--- config.mk ---
export PLATFORM = sky130hd
export DESIGN_NAME = rounded_rect_edge_antialias_unit
export DESIGN_NICKNAME = d
export VERILOG_FILES = /design/src/hdl/rrea_pkg.sv /design/src/hdl/rounded_rect_edge_antialias_unit.sv
export SDC_FILE = /design/constraint.sdc
export NUM_CORES = 2
export LEC_CHECK = 0
export BUFFER_PORTS_ARGS = -buffer_cell sky130_fd_sc_hd__buf_2
export CAP_MARGIN = 20
export CORE_MARGIN = 5
export CORE_UTILIZATION = 59
export DETAILED_ROUTE_END_ITERATION = 16
export PLACE_DENSITY_LB_ADDON = 0.1
export SLEW_MARGIN = 20
export SYNTH_ARGS = -nofsm -noshare
export SYNTH_HDL_FRONTEND = slang
export SYNTH_SLANG_ARGS = --single-unit
--- constraint.sdc ---
create_clock -name clk -period 23.8 [get_ports clk]
set_clock_uncertainty 0.15 [all_clocks]
set_input_delay 2.38 -clock clk [delete_from_list [all_inputs] [get_ports clk]]
set_output_delay 2.38 -clock clk [all_outputs]
set_load 0.02 [all_outputs]
--- src/hdl/rrea_pkg.sv ---
// Shared types, constants and arithmetic helpers for the rounded rectangle edge antialias unit.
package rrea_pkg;

  localparam int CFG_INDEX_BITS = 2;
  localparam int CFG_DATA_BITS  = 32;
  localparam int CHAN_BITS      = 8;

  localparam logic [CFG_INDEX_BITS-1:0] REG_WIDTH  = 2'd0;
  localparam logic [CFG_INDEX_BITS-1:0] REG_HEIGHT = 2'd1;
  localparam logic [CFG_INDEX_BITS-1:0] REG_RADIUS = 2'd2;
  localparam logic [CFG_INDEX_BITS-1:0] REG_FILL   = 2'd3;

  localparam int SAMP_AXIS  = 4;
  localparam int SAMP_COUNT = SAMP_AXIS * SAMP_AXIS;
  localparam int CNT_BITS   = $clog2(SAMP_COUNT + 1);
  localparam int SUB_SHIFT  = 3;

  localparam logic [CHAN_BITS-1:0] ALPHA_MAX  = 8'hFF;
  localparam logic [CHAN_BITS-1:0] ALPHA_ZERO = 8'h00;
  localparam logic [15:0]          ROUND_HALF = 16'd127;

  typedef enum logic [1:0] {
    KIND_PASS,
    KIND_FULL,
    KIND_EDGE
  } kind_t;

  typedef struct packed {
    kind_t                kind;
    logic [CHAN_BITS-1:0] red;
    logic [CHAN_BITS-1:0] green;
    logic [CHAN_BITS-1:0] blue;
  } carry_t;

  function automatic logic [CHAN_BITS-1:0] cov_of(input logic [CNT_BITS-1:0] n);
    logic [12:0] t;
    t = 13'(n) * 13'd255 + 13'(SAMP_COUNT / 2);
    return 8'(t >> $clog2(SAMP_COUNT));
  endfunction

  function automatic logic [CHAN_BITS-1:0] div255(input logic [15:0] x);
    logic [16:0] t;
    t = {1'b0, x} + 17'(x[15:8]) + 17'd1;
    return t[15:8];
  endfunction

endpackage

--- src/hdl/rounded_rect_edge_antialias_unit.sv ---
// Rounded rectangle edge antialias unit: 4x4 supersampled corner coverage and colour blend.
// Throughput: one transaction per cycle; a stalled output freezes every stage at once.
// The last stage is the output register, so a waiting result never drops or repeats.
// Reset (rst_n low, synchronous) clears all stage valid bits and sets width 1, height 1,
// radius 0 and fill colour 0; configuration writes are always ready.
module rounded_rect_edge_antialias_unit #(
  parameter int COORD_BITS = 12
) (
  input  logic                                   clk,
  input  logic                                   rst_n,
  input  logic                                   cfg_valid,
  output logic                                   cfg_ready,
  input  logic [rrea_pkg::CFG_INDEX_BITS-1:0]    cfg_index,
  input  logic [rrea_pkg::CFG_DATA_BITS-1:0]     cfg_data,
  input  logic                                   in_valid,
  output logic                                   in_stall,
  input  logic [COORD_BITS-1:0]                  in_pixel_row,
  input  logic [COORD_BITS-1:0]                  in_pixel_column,
  input  logic [rrea_pkg::CHAN_BITS-1:0]         in_dest_red,
  input  logic [rrea_pkg::CHAN_BITS-1:0]         in_dest_green,
  input  logic [rrea_pkg::CHAN_BITS-1:0]         in_dest_blue,
  output logic                                   out_valid,
  input  logic                                   out_stall,
  output logic [rrea_pkg::CHAN_BITS-1:0]         out_red,
  output logic [rrea_pkg::CHAN_BITS-1:0]         out_green,
  output logic [rrea_pkg::CHAN_BITS-1:0]         out_blue,
  output logic                                   out_pixel_changed,
  output logic [rrea_pkg::CHAN_BITS-1:0]         out_edge_alpha
);
  import rrea_pkg::*;

  localparam int CB  = COORD_BITS;
  localparam int KW  = CB + SUB_SHIFT;
  localparam int SQW = 2 * CB;
  localparam int TW  = 2 * CB + 2;
  localparam int LW  = 2 * CB + 2 * SUB_SHIFT + 4;
  localparam int NST = 11;

  logic [CB-1:0]            width_r, height_r, radius_r;
  logic [CFG_DATA_BITS-1:0] fill_r;

  logic [NST-1:0] vld_r;
  logic           adv;
  carry_t         c_r [NST-1];

  logic [CB-1:0]  s1_row_r, s1_col_r, s1_rad_r;
  logic           s1_rlo_r, s1_clo_r;
  logic [CB-1:0]  s2_mrow_r, s2_mcol_r, s2_rad_r;
  logic [CB-1:0]  s3_d_r, s3_e_r, s3_rad_r;
  logic [SQW-1:0] s4_d2_r, s4_e2_r, s4_r2_r;
  logic [KW-1:0]  s4_dk_r [SAMP_AXIS];
  logic [KW-1:0]  s4_ek_r [SAMP_AXIS];
  logic [TW-1:0]  s5_t_r;
  logic [KW-1:0]  s5_dk_r [SAMP_AXIS];
  logic [KW-1:0]  s5_ek_r [SAMP_AXIS];
  logic [SAMP_COUNT-1:0] s6_hit_r;
  logic [CHAN_BITS-1:0]  s7_cov_r;
  logic [15:0]           s8_prod_r;
  logic [CHAN_BITS-1:0]  s9_alpha_r;
  logic [15:0]           s10_blend_r [3];
  logic [CHAN_BITS-1:0]  s10_alpha_r;
  logic [CHAN_BITS-1:0]  out_red_r, out_green_r, out_blue_r, out_alpha_r;
  logic                  out_changed_r;

  logic [CB-1:0]  half_w, half_h, rad_nxt;
  carry_t         c1_nxt, c2_nxt, c9_nxt;
  logic [CB-1:0]  mrow_nxt, mcol_nxt;
  logic [TW-1:0]  t_nxt;
  logic [SAMP_COUNT-1:0] hit_nxt;
  logic [CHAN_BITS-1:0]  fill_alpha, alpha_nxt;
  logic [CHAN_BITS-1:0]  fill_ch [3];
  logic [CHAN_BITS-1:0]  dest_ch [3];
  logic [CHAN_BITS-1:0]  out_red_nxt, out_green_nxt, out_blue_nxt, out_alpha_nxt;
  logic                  out_changed_nxt;

  assign cfg_ready = 1'b1;
  assign adv       = !(vld_r[NST-1] && out_stall);
  assign in_stall  = !adv;

  assign fill_ch[0] = fill_r[31:24];
  assign fill_ch[1] = fill_r[23:16];
  assign fill_ch[2] = fill_r[15:8];

  always_ff @(posedge clk) begin
    if (!rst_n) begin
      width_r  <= CB'(1);
      height_r <= CB'(1);
      radius_r <= '0;
      fill_r   <= '0;
    end else if (cfg_valid) begin
      unique case (cfg_index)
        REG_WIDTH:  width_r  <= cfg_data[CB-1:0];
        REG_HEIGHT: height_r <= cfg_data[CB-1:0];
        REG_RADIUS: radius_r <= cfg_data[CB-1:0];
        REG_FILL:   fill_r   <= cfg_data;
      endcase
    end
  end

  always_ff @(posedge clk) begin
    if (!rst_n) begin
      vld_r <= '0;
    end else if (adv) begin
      vld_r <= {vld_r[NST-2:0], in_valid};
    end
  end

  // clamp radius, classify against the rectangle
  always_comb begin
    half_w  = width_r >> 1;
    half_h  = height_r >> 1;
    rad_nxt = radius_r;
    if (rad_nxt > half_w) rad_nxt = half_w;
    if (rad_nxt > half_h) rad_nxt = half_h;
    c1_nxt.kind  = (in_pixel_row < height_r && in_pixel_column < width_r) ? KIND_EDGE
                                                                          : KIND_PASS;
    c1_nxt.red   = in_dest_red;
    c1_nxt.green = in_dest_green;
    c1_nxt.blue  = in_dest_blue;
  end

  // mirror into the top-left corner, mark pixels outside the corner squares as fully covered
  always_comb begin
    mrow_nxt = s1_rlo_r ? s1_row_r : height_r - s1_row_r - CB'(1);
    mcol_nxt = s1_clo_r ? s1_col_r : width_r - s1_col_r - CB'(1);
    c2_nxt   = c_r[0];
    if (c_r[0].kind == KIND_EDGE &&
        (s1_rad_r == '0 || mrow_nxt >= s1_rad_r || mcol_nxt >= s1_rad_r)) begin
      c2_nxt.kind = KIND_FULL;
    end
  end

  assign t_nxt = TW'(s4_d2_r) + TW'(s4_e2_r) - TW'(s4_r2_r);

  // sample test in eighth-pixel units, expanded around d = r - mirrored col, e = r - mirrored row
  always_comb begin
    logic [LW-1:0] t_ext;
    logic [LW-1:0] lane;
    t_ext = {{(LW-TW){s5_t_r[TW-1]}}, s5_t_r};
    for (int sy = 0; sy < SAMP_AXIS; sy++) begin
      for (int sx = 0; sx < SAMP_AXIS; sx++) begin
        lane = (t_ext << (2 * SUB_SHIFT))
             - (LW'(s5_dk_r[sx]) << (SUB_SHIFT + 1))
             - (LW'(s5_ek_r[sy]) << (SUB_SHIFT + 1))
             + LW'((2 * sx + 1) * (2 * sx + 1) + (2 * sy + 1) * (2 * sy + 1));
        hit_nxt[sy * SAMP_AXIS + sx] = lane[LW-1] || lane == '0;
      end
    end
  end

  assign fill_alpha = (fill_r[7:0] == ALPHA_ZERO) ? ALPHA_MAX : fill_r[7:0];
  assign alpha_nxt  = div255(s8_prod_r);

  always_comb begin
    c9_nxt = c_r[7];
    if (c_r[7].kind == KIND_EDGE) begin
      if (alpha_nxt == ALPHA_ZERO) begin
        c9_nxt.kind = KIND_PASS;
      end else if (alpha_nxt == ALPHA_MAX) begin
        c9_nxt.kind = KIND_FULL;
      end
    end
  end

  assign dest_ch[0] = c_r[8].red;
  assign dest_ch[1] = c_r[8].green;
  assign dest_ch[2] = c_r[8].blue;

  always_comb begin
    unique case (c_r[9].kind)
      KIND_FULL: begin
        out_red_nxt     = fill_ch[0];
        out_green_nxt   = fill_ch[1];
        out_blue_nxt    = fill_ch[2];
        out_changed_nxt = 1'b1;
        out_alpha_nxt   = ALPHA_MAX;
      end
      KIND_EDGE: begin
        out_red_nxt     = div255(s10_blend_r[0]);
        out_green_nxt   = div255(s10_blend_r[1]);
        out_blue_nxt    = div255(s10_blend_r[2]);
        out_changed_nxt = 1'b1;
        out_alpha_nxt   = s10_alpha_r;
      end
      default: begin
        out_red_nxt     = c_r[9].red;
        out_green_nxt   = c_r[9].green;
        out_blue_nxt    = c_r[9].blue;
        out_changed_nxt = 1'b0;
        out_alpha_nxt   = ALPHA_ZERO;
      end
    endcase
  end

  always_ff @(posedge clk) begin
    if (adv) begin
      c_r[0]   <= c1_nxt;
      s1_row_r <= in_pixel_row;
      s1_col_r <= in_pixel_column;
      s1_rad_r <= rad_nxt;
      s1_rlo_r <= in_pixel_row < rad_nxt;
      s1_clo_r <= in_pixel_column < rad_nxt;

      c_r[1]    <= c2_nxt;
      s2_mrow_r <= mrow_nxt;
      s2_mcol_r <= mcol_nxt;
      s2_rad_r  <= s1_rad_r;

      c_r[2]   <= c_r[1];
      s3_d_r   <= s2_rad_r - s2_mcol_r;
      s3_e_r   <= s2_rad_r - s2_mrow_r;
      s3_rad_r <= s2_rad_r;

      c_r[3]  <= c_r[2];
      s4_d2_r <= SQW'(s3_d_r) * SQW'(s3_d_r);
      s4_e2_r <= SQW'(s3_e_r) * SQW'(s3_e_r);
      s4_r2_r <= SQW'(s3_rad_r) * SQW'(s3_rad_r);
      for (int k = 0; k < SAMP_AXIS; k++) begin
        s4_dk_r[k] <= KW'(s3_d_r) * KW'(2 * k + 1);
        s4_ek_r[k] <= KW'(s3_e_r) * KW'(2 * k + 1);
      end

      c_r[4]  <= c_r[3];
      s5_t_r  <= t_nxt;
      s5_dk_r <= s4_dk_r;
      s5_ek_r <= s4_ek_r;

      c_r[5]   <= c_r[4];
      s6_hit_r <= hit_nxt;

      c_r[6]   <= c_r[5];
      s7_cov_r <= cov_of(CNT_BITS'($countones(s6_hit_r)));

      c_r[7]    <= c_r[6];
      s8_prod_r <= 16'(fill_alpha) * 16'(s7_cov_r) + ROUND_HALF;

      c_r[8]     <= c9_nxt;
      s9_alpha_r <= alpha_nxt;

      c_r[9]      <= c_r[8];
      s10_alpha_r <= s9_alpha_r;
      for (int ch = 0; ch < 3; ch++) begin
        s10_blend_r[ch] <= 16'(fill_ch[ch]) * 16'(s9_alpha_r)
                         + 16'(dest_ch[ch]) * 16'(ALPHA_MAX - s9_alpha_r);
      end

      out_red_r     <= out_red_nxt;
      out_green_r   <= out_green_nxt;
      out_blue_r    <= out_blue_nxt;
      out_changed_r <= out_changed_nxt;
      out_alpha_r   <= out_alpha_nxt;
    end
  end

  assign out_valid         = vld_r[NST-1];
  assign out_red           = out_red_r;
  assign out_green         = out_green_r;
  assign out_blue          = out_blue_r;
  assign out_pixel_changed = out_changed_r;
  assign out_edge_alpha    = out_alpha_r;

  a_kept_no_alpha: assert property (@(posedge clk) disable iff (!rst_n)
    out_valid && !out_pixel_changed |-> out_edge_alpha == ALPHA_ZERO)
    else $error("kept pixel carries nonzero alpha");

  a_written_has_alpha: assert property (@(posedge clk) disable iff (!rst_n)
    out_valid && out_pixel_changed |-> out_edge_alpha != ALPHA_ZERO)
    else $error("written pixel carries zero alpha");

  a_full_is_fill: assert property (@(posedge clk) disable iff (!rst_n)
    out_valid && out_edge_alpha == ALPHA_MAX |->
      out_red == fill_r[31:24] && out_green == fill_r[23:16] && out_blue == fill_r[15:8])
    else $error("fully covered pixel differs from fill colour");

endmodule

==> flow_metrics.env <==
export IMPL_overflow=0
export IMPL_placed_area_um2=80200
export IMPL_clk_latency_ns=0.74
export IMPL_htree_levels=3
export IMPL_synth_area_per_cell_um2=10.8
export IMPL_hold_viol_final=0
export IMPL_cts_resized_gates=0
export IMPL_finalInstanceArea_um2=83400
export IMPL_status="finished, final reports clean"
export IMPL_root_buffer="clkbuf_16"
export IMPL_hold_path_class="reg -> reg"
export IMPL_worstPathMaxFanout=4
export IMPL_start_util=0.592
export IMPL_synth_flop_cell="edfxtp_1"
export IMPL_tightest_slew_ns=1.23
export IMPL_seq_area_frac_synth=0.331
export IMPL_io_buffers=121
export IMPL_drv_slew=0
export IMPL_route_vias_total=51000
export IMPL_multi_input_area_um2=47000
export IMPL_grt_pass1_wl_um=287000
export IMPL_grt_pass1_vias=52300
export IMPL_hpwl_um=144000
export IMPL_drt_vias_per_instance=5.58
export IMPL_fin_crit_ns=7.39
export IMPL_pin_count=123
export IMPL_synthDistinctLibCells=73
export IMPL_ant_nets=0
export IMPL_cts_buffer_depth=3
export IMPL_die_y_um=373
export IMPL_cap_violations=0
export IMPL_die_x_um=373
export IMPL_seq_area_um2=25700
export IMPL_cp_required_ns=24.15
export IMPL_synth_top_area_share=0.310
export IMPL_synth_edf_count=803
export IMPL_cts_made_buffers=97
export IMPL_slew_headroom=0.170
export IMPL_nFillCells=10800
export IMPL_rows=133
export IMPL_max_clock_freq_ghz=0.135
export IMPL_dieArea_um2=139000
export IMPL_r2r_setup_slack_ns=16.41
export IMPL_crit_type="reg -> reg"
export IMPL_grt_max_degree=84
export IMPL_pre_cts_ws_ns=16.42
export IMPL_area_growth_pct=7.40
export IMPL_tns_ns=0
export IMPL_cts_sinks=882
export IMPL_drtIter0Drc=3095
export IMPL_grt_setup_unrepaired="no"
export IMPL_hold_buffers=0
export IMPL_dr_pass1_iters=6
export IMPL_cts_tree="done"
export IMPL_async_reset_ff_frac=0
export IMPL_grt_usage=0.260
export IMPL_syn_cell_area_um2=77700
export IMPL_layout_setup_ws_ns=16.41
export IMPL_routabilityCongestion=0.913
export IMPL_cts_setup_buffers=0
export IMPL_start_kind="flop"
export IMPL_drc_errors=0
export IMPL_setup_viol=0
export IMPL_synthTopCellsByArea="edfxtp_1 (31%), ha_1 (20%), fa_1 (17%), inv_1 (5.6%), xnor2_1 (3.0%)"
export IMPL_yosys_warnings=0
export IMPL_core_um2=131000
export IMPL_ys_ff_latch=882
export IMPL_nNetsFinal=9244
export IMPL_grt_antenna_before_repair=6
export IMPL_layout_drive_gt1_share=0.0500
export IMPL_worstSetupEndpointType="flop"
export IMPL_synth_top_area_cell="edfxtp_1"
export IMPL_cp_arrival_ns=7.73
export IMPL_path_clk_slew_ns=0.07
export IMPL_fin_crit_sh=0.310
export IMPL_syn_inst=7180
export IMPL_wl_per_cell_um=19.8
export IMPL_finalWirelength_um=181000
## metal layers
metal | track usage | wire, µm | part of all wire | vias to the layer above
li1 | - | - | - | 24500
met1 | 0.360 | 80700 | 0.45 | 25100
met2 | 0.428 | 84700 | 0.47 | 1108
met3 | 0.0342 | 8880 | 0.049 | 300
met4 | 0.0843 | 6370 | 0.035 | 2
met5 | 0 | 15 | 0.000083 | -
## per-stage QoR
stage          hold WS [ns]  std cells  utilization
2_1_floorplan         0.250       7186            -
3_3_place_gp          0.251       8948        0.612
3_5_place_dp          0.255       8949        0.612
4_1_cts               0.218       9129        0.636
5_1_grt               0.234       9129        0.636
6_report              0.229       9131        0.636
## state kept, by name, summed over array words and instances, names as in the netlist, 16 cells and up
| register | cells |
|---|---|
| s5_ek_r | 51 |
| s5_dk_r | 51 |
| s5_t_r | 26 |
| s4_ek_r | 50 |
| c_r | 259 |
| s8_prod_r | 16 |
| s4_e2_r | 23 |
| s4_r2_r | 23 |
| s10_blend_r | 48 |
| fill_r | 32 |
| s4_dk_r | 50 |
| s4_d2_r | 23 |
| s6_hit_r | 16 |
## critical path: stages, from the launching register on
cell and delay [ns]:
edfxtp_1 0.39, inv_1 0.08, fa_1 0.44, fa_1 0.50
fa_1 0.51, fa_1 0.51, inv_1 0.05, ha_1 0.20
fa_1 0.40, xor2_1 0.34, inv_1 0.14, fa_1 0.56
inv_1 0.15, fa_1 0.53, inv_1 0.05, fa_1 0.54
inv_1 0.07, fa_1 0.45, a21o_1 0.17, a21oi_1 0.22
o21bai_1 0.10, a21oi_1 0.22, o21bai_1 0.10, a21oi_1 0.18
xnor2_1 0.09
## synthesized netlist by cell type (9+ instances only)
library cell / n
o31ai_1: 14
xnor2_1: 265
a211oi_1: 33
a211o_1: 12
nand3_1: 58
a2111oi_0: 12
o21bai_1: 40
ha_1: 1222
and2_1: 206
a221oi_1: 19
o21a_1: 78
and4_1: 9
edfxtp_1: 803
or2_2: 29
or3_1: 20
mux2_2: 14
nand4_1: 45
nor3_1: 53
o21ai_0: 194
a21o_1: 165
dfxtp_1: 79
nor2b_1: 189
nor2_1: 258
fa_1: 642
a21boi_0: 105
o41ai_1: 12
clkbuf_1: 127
o2111ai_1: 18
nand2b_1: 122
o211ai_1: 11
a21oi_1: 271
and3_1: 30
buf_1: 17
a31oi_1: 26
a41o_1: 11
nor4_1: 12
mux2i_1: 9
o221ai_1: 13
inv_1: 1168
nand2_1: 550
xor2_1: 120
## path summary, 6_finish.rpt
check | cells past startpoint | startpoint | end
worst min register to register | 0 | s4_ek_r[10] | s5_ek_r[10]
worst min-delay path | 0 | s4_ek_r[10] | s5_ek_r[10]
worst max register to register | 24 | s6_hit_r[3] | s7_cov_r[7]
worst max-delay path | 24 | s6_hit_r[3] | s7_cov_r[7]
## logic make-up after synthesis
group	synth area share
XOR/XNOR	0.0434
buffers and inverters	0.0640
AO/OA/AOI/OAI	0.0925
adder cells (fa/ha/maj)	0.362
AND/OR/NAND/NOR	0.104
other	0.0000967
flip-flops	0.331
multiplexers	0.00319
## layout by cell type, fill, tap and decap left out, drive strengths merged, types with 108 or more instances in the layout
| master | count |
|---|---|
| xor2 | 120 |
| a21oi | 271 |
| nand2 | 550 |
| xnor2 | 265 |
| nor2 | 258 |
| a21boi | 108 |
| and2 | 208 |
| clkbuf | 127 |
| nand2b | 122 |
| nor2b | 189 |
| buf | 158 |
| fa | 642 |
| a21o | 165 |
| ha | 1222 |
| inv | 1176 |
| edfxtp | 803 |
| o21ai | 196 |
## cell type report
cell class	count	share of cell area
Multi-Input combinational cell	4986	0.564
Timing Repair Buffer	158	0.0106
Clock buffer	127	0.0312
Inverter	1168	0.0526
Clock inverter	53	0.00722
Sequential cell	882	0.308
Antenna cell	2	0.0000600
Tap cell	1755	0.0263
Power is not shown: default switching activity piles up to over one toggle a cycle in this logic, so the estimate is an artifact.
